**src/dcas_pkg.sv**
```systemverilog
// Shared types and constants for the DMA channel address sequencer.
// No dependencies; every other file imports this package.
package dcas_pkg;

  localparam int unsigned ADDR_W = 32;
  localparam int unsigned CTRL_W = 32;
  localparam int unsigned COUNT_W = 21;
  localparam int unsigned RUN_EN_BIT = 31;
  localparam int unsigned WIDE_BIT = 26;
  localparam int unsigned DEST_MODE_LSB = 21;
  localparam int unsigned SRC_MODE_LSB = 23;

  // Address step modes (control bits 22..21 and 24..23)
  localparam logic [1:0] MODE_INC = 2'd0;
  localparam logic [1:0] MODE_DEC = 2'd1;
  localparam logic [1:0] MODE_FIX = 2'd2;
  localparam logic [1:0] MODE_ALT = 2'd3;

  typedef enum logic [1:0] {
    CMD_WR_SRC  = 2'd0,
    CMD_WR_DEST = 2'd1,
    CMD_WR_CTRL = 2'd2,
    CMD_STEP    = 2'd3
  } cmd_t;

  typedef enum logic [1:0] {
    FAULT_NONE     = 2'd0,
    FAULT_SRC_BLK  = 2'd1,
    FAULT_DEST_BLK = 2'd2,
    FAULT_ALIGN    = 2'd3
  } fault_t;

  typedef struct packed {
    cmd_t              cmd;
    logic [ADDR_W-1:0] write_data;
    logic              source_blocked;
    logic              dest_blocked;
  } req_t;

  typedef struct packed {
    logic              issue_transfer;
    logic [ADDR_W-1:0] read_address;
    logic [ADDR_W-1:0] write_address;
    logic              word_wide;
    fault_t            fault_code;
    logic              finished;
    logic              busy_res;
  } rsp_t;

  typedef struct packed {
    logic [ADDR_W-1:0] src;
    logic [ADDR_W-1:0] dst;
    logic [CTRL_W-1:0] ctrl;
  } chan_state_t;

endpackage

```
**src/dcas_if.sv**
```systemverilog
// Valid/ready channel interfaces for command beats and result beats.
// Depends on dcas_pkg.
interface dcas_req_if;
  import dcas_pkg::*;
  logic valid;
  logic ready;
  req_t payload;
  modport source (output valid, output payload, input ready);
  modport sink (input valid, input payload, output ready);
endinterface

interface dcas_rsp_if;
  import dcas_pkg::*;
  logic valid;
  logic ready;
  rsp_t payload;
  modport source (output valid, output payload, input ready);
  modport sink (input valid, input payload, output ready);
endinterface

```
**src/dcas_step.sv**
```systemverilog
// Per-beat channel logic: register writes, fault check, address step, count.
// Depends on dcas_pkg.
module dcas_step (
  input  dcas_pkg::chan_state_t cur,
  input  dcas_pkg::req_t        req,
  output dcas_pkg::chan_state_t nxt,
  output dcas_pkg::rsp_t        res
);
  import dcas_pkg::*;

  function automatic logic [ADDR_W-1:0] move_addr(
    input logic [ADDR_W-1:0] a,
    input logic [1:0]        mode,
    input logic              is_dest,
    input logic [ADDR_W-1:0] sz
  );
    logic [ADDR_W-1:0] r;
    begin
      r = a;
      if (mode == MODE_DEC) begin
        r = a - sz;
      end else if (mode == MODE_INC || (is_dest && mode == MODE_ALT)) begin
        r = a + sz;
      end
      return r;
    end
  endfunction

  logic               run;
  logic               wide;
  logic [ADDR_W-1:0]  sz;
  logic [1:0]         amask;
  logic [COUNT_W-1:0] count;
  logic               last;

  assign wide  = cur.ctrl[WIDE_BIT];
  assign sz    = wide ? ADDR_W'(4) : ADDR_W'(2);
  assign amask = wide ? 2'b11 : 2'b01;
  assign count = cur.ctrl[COUNT_W-1:0];
  assign run   = (req.cmd == CMD_STEP) && cur.ctrl[RUN_EN_BIT] && (|count);
  assign last  = (count == COUNT_W'(1));

  always_comb begin
    nxt = cur;
    unique case (req.cmd)
      CMD_WR_SRC:  nxt.src  = req.write_data;
      CMD_WR_DEST: nxt.dst  = req.write_data;
      CMD_WR_CTRL: nxt.ctrl = req.write_data;
      CMD_STEP:    ;
    endcase

    // Addresses and width are shown as they stand before the step moves them
    res.read_address   = nxt.src;
    res.write_address  = nxt.dst;
    res.word_wide      = nxt.ctrl[WIDE_BIT];
    res.issue_transfer = 1'b0;
    res.fault_code     = FAULT_NONE;
    res.finished       = 1'b0;

    if (run) begin
      priority if (req.source_blocked) begin
        res.fault_code = FAULT_SRC_BLK;
      end else if (req.dest_blocked) begin
        res.fault_code = FAULT_DEST_BLK;
      end else if (|((cur.src[1:0] | cur.dst[1:0]) & amask)) begin
        res.fault_code = FAULT_ALIGN;
      end else begin
        res.fault_code = FAULT_NONE;
      end
      res.issue_transfer = (res.fault_code == FAULT_NONE);
      nxt.dst = move_addr(cur.dst, cur.ctrl[DEST_MODE_LSB +: 2], 1'b1, sz);
      nxt.src = move_addr(cur.src, cur.ctrl[SRC_MODE_LSB +: 2], 1'b0, sz);
      // count is nonzero, so the decrement never borrows past the count field
      if (last) begin
        nxt.ctrl     = '0;
        res.finished = 1'b1;
      end else begin
        nxt.ctrl[COUNT_W-1:0] = count - COUNT_W'(1);
      end
    end

    res.busy_res = nxt.ctrl[RUN_EN_BIT] && (|nxt.ctrl[COUNT_W-1:0]);
  end

endmodule

```
**src/dma_channel_address_sequencer.sv**
```systemverilog
// Top level: command input register, channel state, step logic, result register.
// Depends on dcas_pkg, dcas_if and dcas_step.
//
//  channel | dir | beat carries
//  --------+-----+-------------------------------------------------------------
//  req     | in  | cmd, write_data, source_blocked, dest_blocked
//  rsp     | out | issue_transfer, read/write_address, word_wide, fault, status
//
// One result beat per command beat; a new command is taken every cycle unless a stalled result fills both stages.
// A command passes through the input register, then the step logic into the result register.
// The channel registers update as a command moves into the result register.
// A stalled result holds both stages; req.ready drops only when both are full.
// rst (synchronous) clears the stage valids and the channel registers to zero.
module dma_channel_address_sequencer (
  input logic       clk,
  input logic       rst,
  dcas_req_if.sink   req,
  dcas_rsp_if.source rsp
);
  import dcas_pkg::*;

  logic        s1_valid;
  req_t        s1_req;
  logic        out_valid;
  rsp_t        out_res;
  chan_state_t state;
  chan_state_t state_next;
  rsp_t        res_next;
  logic        advance;

  assign advance   = !out_valid || rsp.ready;
  assign req.ready = !s1_valid || advance;

  dcas_step u_step (
    .cur (state),
    .req (s1_req),
    .nxt (state_next),
    .res (res_next)
  );

  always_ff @(posedge clk) begin
    if (rst) begin
      s1_valid  <= 1'b0;
      out_valid <= 1'b0;
      state     <= '0;
    end else begin
      if (req.ready) begin
        s1_valid <= req.valid;
      end
      if (advance) begin
        out_valid <= s1_valid;
        if (s1_valid) begin
          state <= state_next;
        end
      end
    end
  end

  always_ff @(posedge clk) begin
    if (req.ready && req.valid) begin
      s1_req <= req.payload;
    end
    if (advance && s1_valid) begin
      out_res <= res_next;
    end
  end

  assign rsp.valid   = out_valid;
  assign rsp.payload = out_res;

  a_fin_clears: assert property (@(posedge clk) disable iff (rst)
    (advance && s1_valid && res_next.finished) |=> (state.ctrl == '0))
    else $error("control not cleared after final unit");

  a_issue_clean: assert property (@(posedge clk) disable iff (rst)
    (out_valid && out_res.issue_transfer) |-> (out_res.fault_code == FAULT_NONE))
    else $error("transfer issued with a fault");

  a_fin_idle: assert property (@(posedge clk) disable iff (rst)
    (out_valid && out_res.finished) |-> !out_res.busy_res)
    else $error("busy after final unit");

  a_stall_holds: assert property (@(posedge clk) disable iff (rst)
    (s1_valid && !advance) |=> $stable(state))
    else $error("channel state moved during a stall");

  a_fault_step: assert property (@(posedge clk) disable iff (rst)
    (advance && s1_valid && s1_req.cmd != CMD_STEP)
      |-> (!res_next.issue_transfer && res_next.fault_code == FAULT_NONE))
    else $error("register write produced a transfer or fault");

endmodule
```
**src/flat_wrapper.sv**
```systemverilog
// flat-port wrapper written by rule: the top's interface ports become plain ports
module dma_channel_address_sequencer_flat import dcas_pkg::*;
  (clk, rst, req_valid, req_payload, req_ready, rsp_valid, rsp_payload, rsp_ready);
  dcas_req_if req_i ();
  dcas_rsp_if rsp_i ();
  input logic clk;
  input logic rst;
  input wire logic [$bits(req_i.valid)-1:0] req_valid;
  input wire logic [$bits(req_i.payload)-1:0] req_payload;
  output wire logic [$bits(req_i.ready)-1:0] req_ready;
  output wire logic [$bits(rsp_i.valid)-1:0] rsp_valid;
  output wire logic [$bits(rsp_i.payload)-1:0] rsp_payload;
  input wire logic [$bits(rsp_i.ready)-1:0] rsp_ready;
  assign req_i.valid = req_valid;
  assign req_i.payload = req_payload;
  assign req_ready = req_i.ready;
  assign rsp_valid = rsp_i.valid;
  assign rsp_payload = rsp_i.payload;
  assign rsp_i.ready = rsp_ready;
  dma_channel_address_sequencer u_core (.clk(clk), .rst(rst), .req(req_i), .rsp(rsp_i));
endmodule
```
**config.mk**
```make
export PLATFORM = sky130hd
export DESIGN_NAME = dma_channel_address_sequencer_flat
export DESIGN_NICKNAME = d
export VERILOG_FILES = /design/src/dcas_pkg.sv /design/src/dcas_if.sv /design/src/dcas_step.sv /design/src/dma_channel_address_sequencer.sv /design/src/flat_wrapper.sv
export SDC_FILE = /design/constraint.sdc
export NUM_CORES = 1
export LEC_CHECK = 0
export ABC_CLOCK_PERIOD_IN_PS = 9400
export BUFFER_PORTS_ARGS = -buffer_cell sky130_fd_sc_hd__buf_4
export CORE_MARGIN = 2
export CORE_UTILIZATION = 50
export DETAILED_ROUTE_END_ITERATION = 10
export GPL_TIMING_DRIVEN = 0
export PLACE_DENSITY = 0.68
export SLEW_MARGIN = 15
export SYNTH_ARGS = -nofsm -noshare
export SYNTH_HDL_FRONTEND = slang
export SYNTH_SLANG_ARGS = --single-unit
```
**constraint.sdc**
```tcl
create_clock -name clk -period 9.4 [get_ports clk]
set_clock_uncertainty 0.05 [all_clocks]
set_input_delay 0.94 -clock clk [delete_from_list [all_inputs] [get_ports clk]]
set_output_delay 0.94 -clock clk [all_outputs]
set_load 0.05 [all_outputs]
```
==> impl_metrics.yaml, run 1 <==
pwr:
  p_seq_share_pct: 47.1
  switching_share_pct: 31.0
  pwr-share-comb_pct: 17.2
  power_density_nw_per_um2: 160
  p_int_mw: 1.49
  power_frac_clock_pct: 35.7
  power_switching_mw: 0.666
  p_leak_nw: 5.32
  peakVddDrop_v: 0.0000941
finish:
  fillCellCount: 2013
  final_util_pct: 59.3
  multi_input_area_um2: 6260
  mostFrequentLayoutCells: "nand2_1, nor2_1, buf_4"
  final_net_count: 1476
  fin_cells: 1671
  seqCellArea_um2: 5040
  area_growth_pct: 15.9
  final_common_cell: "nand2_1"
  layout-drive-gt1-share_pct: 16.6
worst_setup_path:
  crit_chain: "nand2b_1, inv_1, ha_1, a21o_1, a21o_1, a21o_1, a211o_1, o31ai_1, o21ai_0, a311o_1, a211oi_1, or3_1, o311ai_1"
  crit_family: "compound AO/OA/AOI/OAI gates"
  critPathBufInv: 1
  max_stage_delay_ns: 0.90
  crit_fanout: 29
  cp-startpoint: "u_core.state[24]$_SDFFE_PP0P_"
  worstReg2RegStart: "u_core.state[24]$_SDFFE_PP0P_"
  worstPathArrival_ns: 4.95
  cpMostUsedCell: "a21o_1"
  crit_required_ns: 9.65
  worstSetupEndpointType: "register"
  start_kind: "register"
  crit_type: "reg -> reg"
  crit_slowest_cell: "inv_1"
sta:
  slew_headroom_pct: 22.0
  tightest_slew_ns: 1.17
  rsz0062_at_grt: "false"
  fin_crit_sh_pct: 50.0
  fin_tns_setup_ns: 0
  period_minus_slack_ns: 4.70
  whs_ns: 0.442
  slew_violations: 0
  setup_viol: 0
  hold_viol: 0
  clock.fmax_ghz: 0.213
logic_synthesis:
  ys_seq_area_share_pct: 43.4
  synth_edf_count: 106
  synth_seq_cells: 199
  synthCells: 1239
  synth_top_area_cell: "edfxtp_1"
  ys_types: 66
  async_reset_ff_share_pct: 0
  synthTopCellsByArea: "edfxtp_1, dfxtp_1, ha_1"
  synth_nets: 1345
  post_synth.cell_area_avg_um2: 9.39
  yosys_warnings: 0
  netlist_area_um2: 11600
  netlist.area_leader.share_pct: 27.4
  synthFlopType: "edfxtp_1"
min_path:
  hold_path.startpoint: "u_core.state[85]$_SDFFE_PP0P_"
  hold_path.class: "reg -> reg"
clock_network:
  clkSinkCount: 199
  cts_setup_buffers: 0
  cts_root_buf: "clkbuf_16"
  tritoncts: "yes"
  post_cts_resized: 0
  htreeDepth: 4
  clock_path_buffers: 2
  cts_hold_buf: 0
  cts_buffers: 17
  clk_latency_ns: 0.45
  clk_pin_slew_worst_paths_ns: 0.08
global_route:
  globalRouteTotalUtil_pct: 30.6
  grt_pass1_wl_um: 56900
  grt_max_degree: 45
  first_global_vias: 10000
  antenna_found_initial: 3
  grt_overflow: 0
route:
  vias: 10500
  viasPerCell: 6.27
  firstDrtPassIters: 6
  drtIter0Drc: 963
  drc_errors: 0
  detail-route-antenna-nets: 0
  routedWlPerCell_um: 21.9
  routed_wl_um: 36600
die:
  io_pins: 112
  die_area_um2: 24500
  core-area_um2: 22700
  initial_utilization_pct: 51.2
  rows: 55
  die_x_um: 157
  die-height_um: 157
outcome:
  outcome: "completed"
placed_design:
  dp.cells: 1636
  dp_hpwl_um: 26800
  port_buffers: 110
  place.gp.congestion: 0.977
job:
  drv_cap: 0
-- power by group through the flow --
stage	Combinational [mW]	Sequential, mW	Clock, mW
after global placement	0.358	1.03	0
final	0.370	1.01	0.768
after global routing	0.402	1.02	0.807
after floorplan	0.204	1.07	0
after detailed placement	0.366	1.03	0
after CTS	0.368	1.01	0.774
-- layer usage --
metal	vias up	track usage, %	wire length [um]
met1	5072	41.4	15300
met4	0	11.0	1070
li1	4910	-	-
met2	411	49.9	17200
met3	80	4.87	2990
met5	-	0	0
-- worst paths after layout --
path         cells past startpoint  slack (ns)                            end
max                             13        4.70  u_core.state[87]$_SDFFE_PP0P_
min                              2        0.44  u_core.state[85]$_SDFFE_PP0P_
max reg2reg                     13        4.70  u_core.state[87]$_SDFFE_PP0P_
min reg2reg                      2        0.44  u_core.state[85]$_SDFFE_PP0P_
-- area by class of cell --
| class | count | share of cell area, % |
|---|---|---|
| inverter | 24 | 0.668 |
| antenna | 3 | 0.0557 |
| clock inverter | 15 | 1.33 |
| clock buffer | 17 | 3.16 |
| multi-input combinational | 956 | 46.5 |
| sequential | 199 | 37.4 |
| tap | 285 | 2.65 |
| buffer | 60 | 1.77 |
| timing repair buffer | 112 | 6.48 |
-- state kept, by name (all words and copies together), names as in the netlist --
signal	flops
u_core.s1_valid	1
u_core.rsp.payload	70
u_core.state	91
u_core.rsp.valid	1
u_core.s1_req	36
-- per-stage QoR --
stage	power [mW]	setup WS, ns	instance area (um^2)
3_5_place_dp	1.40	4.78	12900
6_report	2.15	4.70	13500
5_1_grt	2.23	4.43	13500
4_1_cts	2.15	4.78	13500
2_1_floorplan	1.28	5.19	11600
3_3_place_gp	1.39	3.67	12800
-- logic make-up (layout without fill, tap and decap cells) --
kind of cell | after synthesis | count (layout) | synth area share (%)
xor+xnor | 48 | 48 | 3.62
other cells | 0 | 3 | 0
simple gates | 412 | 412 | 16.0
fa+ha+maj | 66 | 66 | 7.10
mux | 67 | 67 | 6.43
flops | 199 | 199 | 43.4
compound gates | 363 | 363 | 20.7
buf+inv | 84 | 228 | 2.80
-- worst reg2reg max path, delay by kind of cell (launching register included) --
family          cells  cell delay (ns)
flops               1             0.36
compound gates      9             2.34
simple gates        2             0.43
buf+inv             1             0.90
fa+ha+maj           1             0.47
-- Yosys cell counts, types with 6 or more instances --
library cell / count
a21oi_1: 97
xor2_1: 14
mux2_2: 62
or3_1: 9
o21a_1: 10
ha_1: 66
o211ai_1: 10
a311oi_1: 30
a211oi_1: 28
o21bai_1: 9
a21o_1: 21
dfxtp_1: 93
nor4_1: 13
nand3_1: 24
buf_2: 8
o21ai_0: 75
and2_1: 8
a22oi_1: 6
edfxtp_1: 106
inv_1: 23
and3_1: 7
nor2b_1: 9
nand2_1: 143
nor2_1: 132
o31ai_1: 7
nand2b_1: 9
xnor2_1: 34
a31oi_1: 17
a221oi_1: 13
nand4_1: 8
clkbuf_1: 51
nor3_1: 33
Note: power is estimated with default switching activity, not from simulation.
==> inputs of run 2 (changes only) <==
ABC_CLOCK_PERIOD_IN_PS = 4200   (was 9400)
PLACE_DENSITY = 0.71   (was 0.68)
clock period = 4.2 ns   (was 9.4 ns; I/O delays follow)
==> impl_metrics.yaml, run 2 (synthesized netlist as in run 1, its figures left out) <==
outcome:
  outcome: "completed"
sta:
  slew_violations: 0
  fin_crit_sh_pct: 94.9
  clock.fmax_ghz: 0.251
  slew_headroom_pct: 32.2
  period_minus_slack_ns: 3.98
  setup_ws_ns: 0.216
  tightest_slew_ns: 1.02
  whs_ns: 0.0984
  setup_viol: 0
  rsz0062_at_grt: "false"
  hold_viol: 0
clock_network:
  htreeDepth: 4
  cts_hold_buf: 0
  clkSinkCount: 199
  cts_root_buf: "clkbuf_16"
  clk_pin_slew_worst_paths_ns: 0.07
  clk_latency_ns: 0.44
  clock_path_buffers: 2
  cts_buffers: 17
  tritoncts: "yes"
worst_setup_path:
  rr_worst_depth: 14
  crit_required_ns: 4.48
  crit_family: "compound AO/OA/AOI/OAI gates"
  cp-startpoint: "u_core.state[24]$_SDFFE_PP0P_"
  crit_slowest_cell: "o41a_1"
  crit_type: "reg -> reg"
  crit_chain: "nand2b_4, clkinvlp_4, buf_4, ha_1, a21o_1, a21o_1, a21o_1, a211o_1, o31ai_4, a31oi_2, o41a_1, mux2i_1, o311ai_1, a221o_1"
  r2r_slack_ns: 0.22
  cp.depth: 14
  critPathBufInv: 2
  start_kind: "register"
  cpMostUsedCell: "a21o_1"
  worstReg2RegStart: "u_core.state[24]$_SDFFE_PP0P_"
  worstPathArrival_ns: 4.26
  reg2reg_to: "u_core.state[95]$_SDFFE_PP0P_"
  crit_fanout: 11
  cp-endpoint: "u_core.state[95]$_SDFFE_PP0P_"
  max_stage_delay_ns: 0.47
  worstSetupEndpointType: "register"
job:
  drv_cap: 0
pwr:
  power_mw: 4.85
  power_density_nw_per_um2: 357
  peakVddDrop_v: 0.000275
  p_leak_nw: 5.33
global_route:
  first_global_vias: 9854
  grt_pass1_wl_um: 54000
  grt_overflow: 0
  antenna_found_initial: 0
  globalRouteTotalUtil_pct: 29.0
  grt_max_degree: 44
route:
  detail-route-antenna-nets: 0
  viasPerCell: 6.30
  drtIter0Drc: 1066
  firstDrtPassIters: 6
  vias: 10500
  drc_errors: 0
  routedWlPerCell_um: 21.4
  routed_wl_um: 35800
placed_design:
  port_buffers: 110
  place_ws_ns: -0.415
  dp_hpwl_um: 26000
  place.gp.congestion: 0.974
  dp.cells: 1636
  place_area_um2: 12900
finish:
  final_net_count: 1480
  layout-drive-gt1-share_pct: 17.2
  area_growth_pct: 16.7
  stdcell_area_um2: 13600
  fillCellCount: 1997
  antenna_cells: 0
  largest_reg_flops: 91
  fin_cells: 1672
  largest_register: "u_core.state"
  final_common_cell: "nand2_1"
  mostFrequentLayoutCells: "nand2_1, nor2_1, buf_4"
min_path:
  holdPathStages: 1
  hold_path.class: "in -> reg"
die:
  io_pins: 112
  die_x_um: 157
  initial_utilization_pct: 51.2
  rows: 55
  die_area_um2: 24500
  die-height_um: 157
  core-area_um2: 22700
[run 2: cell types whose count changed in the layout (fill, tap and decap cells not counted), moves of 2 or more]
| cell | delta |
|---|---|
| clkinvlp_4 | +5 |
| inv_6 | -4 |
| buf_4 | +3 |
| clkinv_8 | -3 |
| diode_2 | -3 |
| a31oi_1 | -2 |
| a31oi_2 | +2 |
| bufinv_16 | +2 |
| o31ai_1 | -2 |
[run 2: area by class of cell]
class                           instances  area (um^2)  area share (%)
Buffer                                 60          239            1.76
Clock buffer                           17          425            3.13
Inverter                               24         93.8           0.691
Timing Repair Buffer                  115          888            6.55
Clock inverter                         15          193            1.42
Sequential cell                       199         5040            37.2
Tap cell                              285          357            2.63
Multi-Input combinational cell        956         6320            46.6
Timing Repair inverter                  1         7.51          0.0553
[run 2: per-stage QoR]
step,util (%),setup TNS (ns)
3_3_place_gp,56.4,-78.64
6_report,59.8,0
3_5_place_dp,56.6,-1.62
2_1_floorplan,-,0
5_1_grt,59.8,0
4_1_cts,59.5,0
[run 2: timing repair]
item | in CTS | in global routing
gates cloned | 1 | 0
endpoints found under the setup margin | 11 | 5
resized for setup | 3 | 8
hold endpoints to repair | 0 | 0
buffers inserted | 3 | 0
[run 2: metal layers]
metal  part of all wire [%]  global-route usage [%]
met3                    8.0                    3.77
met5                      0                       0
met2                     47                    48.5
met4                    2.9                    9.31
met1                     42                    39.2
[run 2: worst min-delay path by stage]
stage                                   from                       endpoint  slack (ns)
2_1_floorplan  u_core.state[84]$_SDFFE_PP0P_  u_core.state[84]$_SDFFE_PP0P_        0.40
3_3_place_gp   u_core.state[64]$_SDFFE_PP0P_  u_core.state[64]$_SDFFE_PP0P_        0.42
3_5_place_dp   u_core.state[64]$_SDFFE_PP0P_  u_core.state[64]$_SDFFE_PP0P_        0.43
4_1_cts                      req_payload[18]    u_core.s1_req[18]$_DFFE_PP_        0.09
5_1_grt                      req_payload[11]    u_core.s1_req[11]$_DFFE_PP_        0.09
6_report                     req_payload[26]    u_core.s1_req[26]$_DFFE_PP_         0.1
[run 2: power breakdown]
part | switching (mW) | internal (mW) | leakage (nW)
Sequential | 0.0976 | 2.17 | 1.79
Combinational | 0.533 | 0.298 | 3.24
Clock | 0.788 | 0.954 | 0.295
[run 2: worst register-to-register path, delay by kind of cell (launching register included)]
family | cells | cell delay, ns
muxes | 1 | 0.21
buffers and inverters | 2 | 0.28
and+or+nand+nor | 1 | 0.25
AOI/OAI and AO/OA | 9 | 2.29
DFF | 1 | 0.42
adders and majority gates | 1 | 0.38
==> inputs of run 3 (changes only) <==
PLACE_DENSITY = unset   (was 0.71)
PLACE_DENSITY_LB_ADDON = 0.05   (was unset)
==> impl_metrics.yaml, run 3 (synthesized netlist as in run 1, its figures left out) <==
finish:
  fin_cells: 1673
  antenna_cells: 0
  largest_reg_flops: 91
  mostFrequentLayoutCells: "nand2_1, nor2_1, buf_4"
  multi_input_area_um2: 6300
  layout-drive-gt1-share_pct: 17.2
  fillCellCount: 2026
  largest_register: "u_core.state"
  final_common_cell: "nand2_1"
  final_net_count: 1481
  area_growth_pct: 16.6
  seqCellArea_um2: 5040
die:
  die_x_um: 157
  rows: 55
  io_pins: 112
  die-height_um: 157
  initial_utilization_pct: 51.2
  core-area_um2: 22700
  die_area_um2: 24500
global_route:
  first_global_vias: 10000
  globalRouteTotalUtil_pct: 30.1
  antenna_found_initial: 2
  grt_pass1_wl_um: 56100
  grt_overflow: 0
  grt_max_degree: 45
worst_setup_path:
  r2r_slack_ns: 0.20
  crit_type: "reg -> reg"
  crit_family: "compound AO/OA/AOI/OAI gates"
  crit_chain: "nand2b_4, clkinvlp_4, buf_4, ha_1, a21o_1, a21o_1, a21o_1, a211o_1, o31ai_2, o21ai_0, a311o_1, a211oi_1, or3_1, o311ai_1"
  worstSetupEndpointType: "register"
  crit_slowest_cell: "a311o_1"
  critPathBufInv: 2
  worstPathArrival_ns: 4.24
  cpMostUsedCell: "a21o_1"
  crit_fanout: 9
  max_stage_delay_ns: 0.44
  crit_required_ns: 4.45
  start_kind: "register"
clock_network:
  htreeDepth: 4
  clkSinkCount: 199
  cts_buffers: 17
  clock_path_buffers: 2
  cts_hold_buf: 0
  tritoncts: "yes"
  clk_pin_slew_worst_paths_ns: 0.08
  clk_latency_ns: 0.44
  cts_root_buf: "clkbuf_16"
min_path:
  hold_path.class: "in -> reg"
placed_design:
  dp_hpwl_um: 26900
  place.gp.congestion: 1.01
  port_buffers: 110
  dp.cells: 1636
route:
  routedWlPerCell_um: 21.9
  detail-route-antenna-nets: 0
  vias: 10500
  routed_wl_um: 36700
  viasPerCell: 6.25
  wl_met2_um: 17300
  firstDrtPassIters: 5
  wl_met3_um: 2770
  drc_errors: 0
  top_layer: "met4"
  drt-met1-wl_um: 15500
  drtIter0Drc: 936
sta:
  slew_headroom_pct: 39.3
  clock.fmax_ghz: 0.250
  hold_viol: 0
  fin_crit_sh_pct: 95.1
  period_minus_slack_ns: 4.00
  setup_viol: 0
  rsz0062_at_grt: "false"
  fin_tns_setup_ns: 0
  tightest_slew_ns: 0.911
  slew_violations: 0
pwr:
  peakVddDrop_v: 0.000232
  power_density_nw_per_um2: 357
  p_leak_nw: 5.34
outcome:
  outcome: "completed"
job:
  drv_cap: 0
==> run 3: cell types whose count changed in the layout (fill, tap and decap cells not counted), sizes merged <==
cell / previous run / this run
clkinvlp: 5 / 2
inv: 28 / 31
buf: 124 / 125
bufinv: 3 / 2
clkinv: 4 / 5
==> run 3: per-layer routing <==
metal | up-vias | global-route usage [%]
met1 | 5031 | 40.5
met2 | 420 | 50.0
met3 | 81 | 4.07
met4 | 0 | 10.5
li1 | 4925 | -
met5 | - | 0
==> run 3: repair_timing <==
action                                  in CTS  in global routing
hold endpoints to repair                     0                  0
cloned                                       1                  0
setup buffers                                4                  0
endpoints found under the setup margin      12                  5
gates resized for setup                      3                  6
==> run 3: worst register-to-register path: stages (launching register included) <==
cell and delay, ns:
dfxtp_1 0.43, nand2b_4 0.25, clkinvlp_4 0.10, buf_4 0.18, ha_1 0.38, a21o_1 0.19
a21o_1 0.17, a21o_1 0.18, a211o_1 0.32, o31ai_2 0.29, o21ai_0 0.24, a311o_1 0.44
a211oi_1 0.38, or3_1 0.17, o311ai_1 0.09
==> run 3: cell type report <==
cell class | instances | area share, %
plain buffers | 60 | 1.76
clock buffers | 17 | 3.14
clock inverters | 15 | 1.37
inverters | 24 | 0.692
multi-input cells | 956 | 46.5
flip-flops and latches | 199 | 37.2
well taps | 285 | 2.63
repair buffers | 116 | 6.66
repair inverters | 1 | 0.0554
==> run 3: power by group <==
part	leakage (nW)	internal [mW]	switching (mW)	total, mW
combinational	3.25	0.299	0.532	0.831
clock	0.302	0.908	0.830	1.74
sequential	1.79	2.17	0.0997	2.27
==> run 3: through the flow <==
stage          utilization (%)  instance area (um^2)  setup slack [ns]  hold WS [ns]  power, mW
6_report                  59.7                 13600             0.205        0.0930       4.84
5_1_grt                   59.7                 13600            0.0490        0.0809       5.00
4_1_cts                   59.6                 13500             0.112        0.0826       4.85
3_5_place_dp              56.7                 12900            -0.466         0.431       3.13
3_3_place_gp              56.4                 12800             -1.14         0.418       3.12
2_1_floorplan                -                 11600             0.292         0.397       2.85
==> run 3: worst paths after layout <==
| check | depth (start not counted) | start | endpoint |
|---|---|---|---|
| setup / recovery | 14 | u_core.state[24]$_SDFFE_PP0P_ | u_core.state[87]$_SDFFE_PP0P_ |
| hold / removal | 1 | req_payload[24] | u_core.s1_req[24]$_DFFE_PP_ |
| setup reg to reg | 14 | u_core.state[24]$_SDFFE_PP0P_ | u_core.state[87]$_SDFFE_PP0P_ |
| hold reg to reg | 2 | u_core.state[84]$_SDFFE_PP0P_ | u_core.state[84]$_SDFFE_PP0P_ |
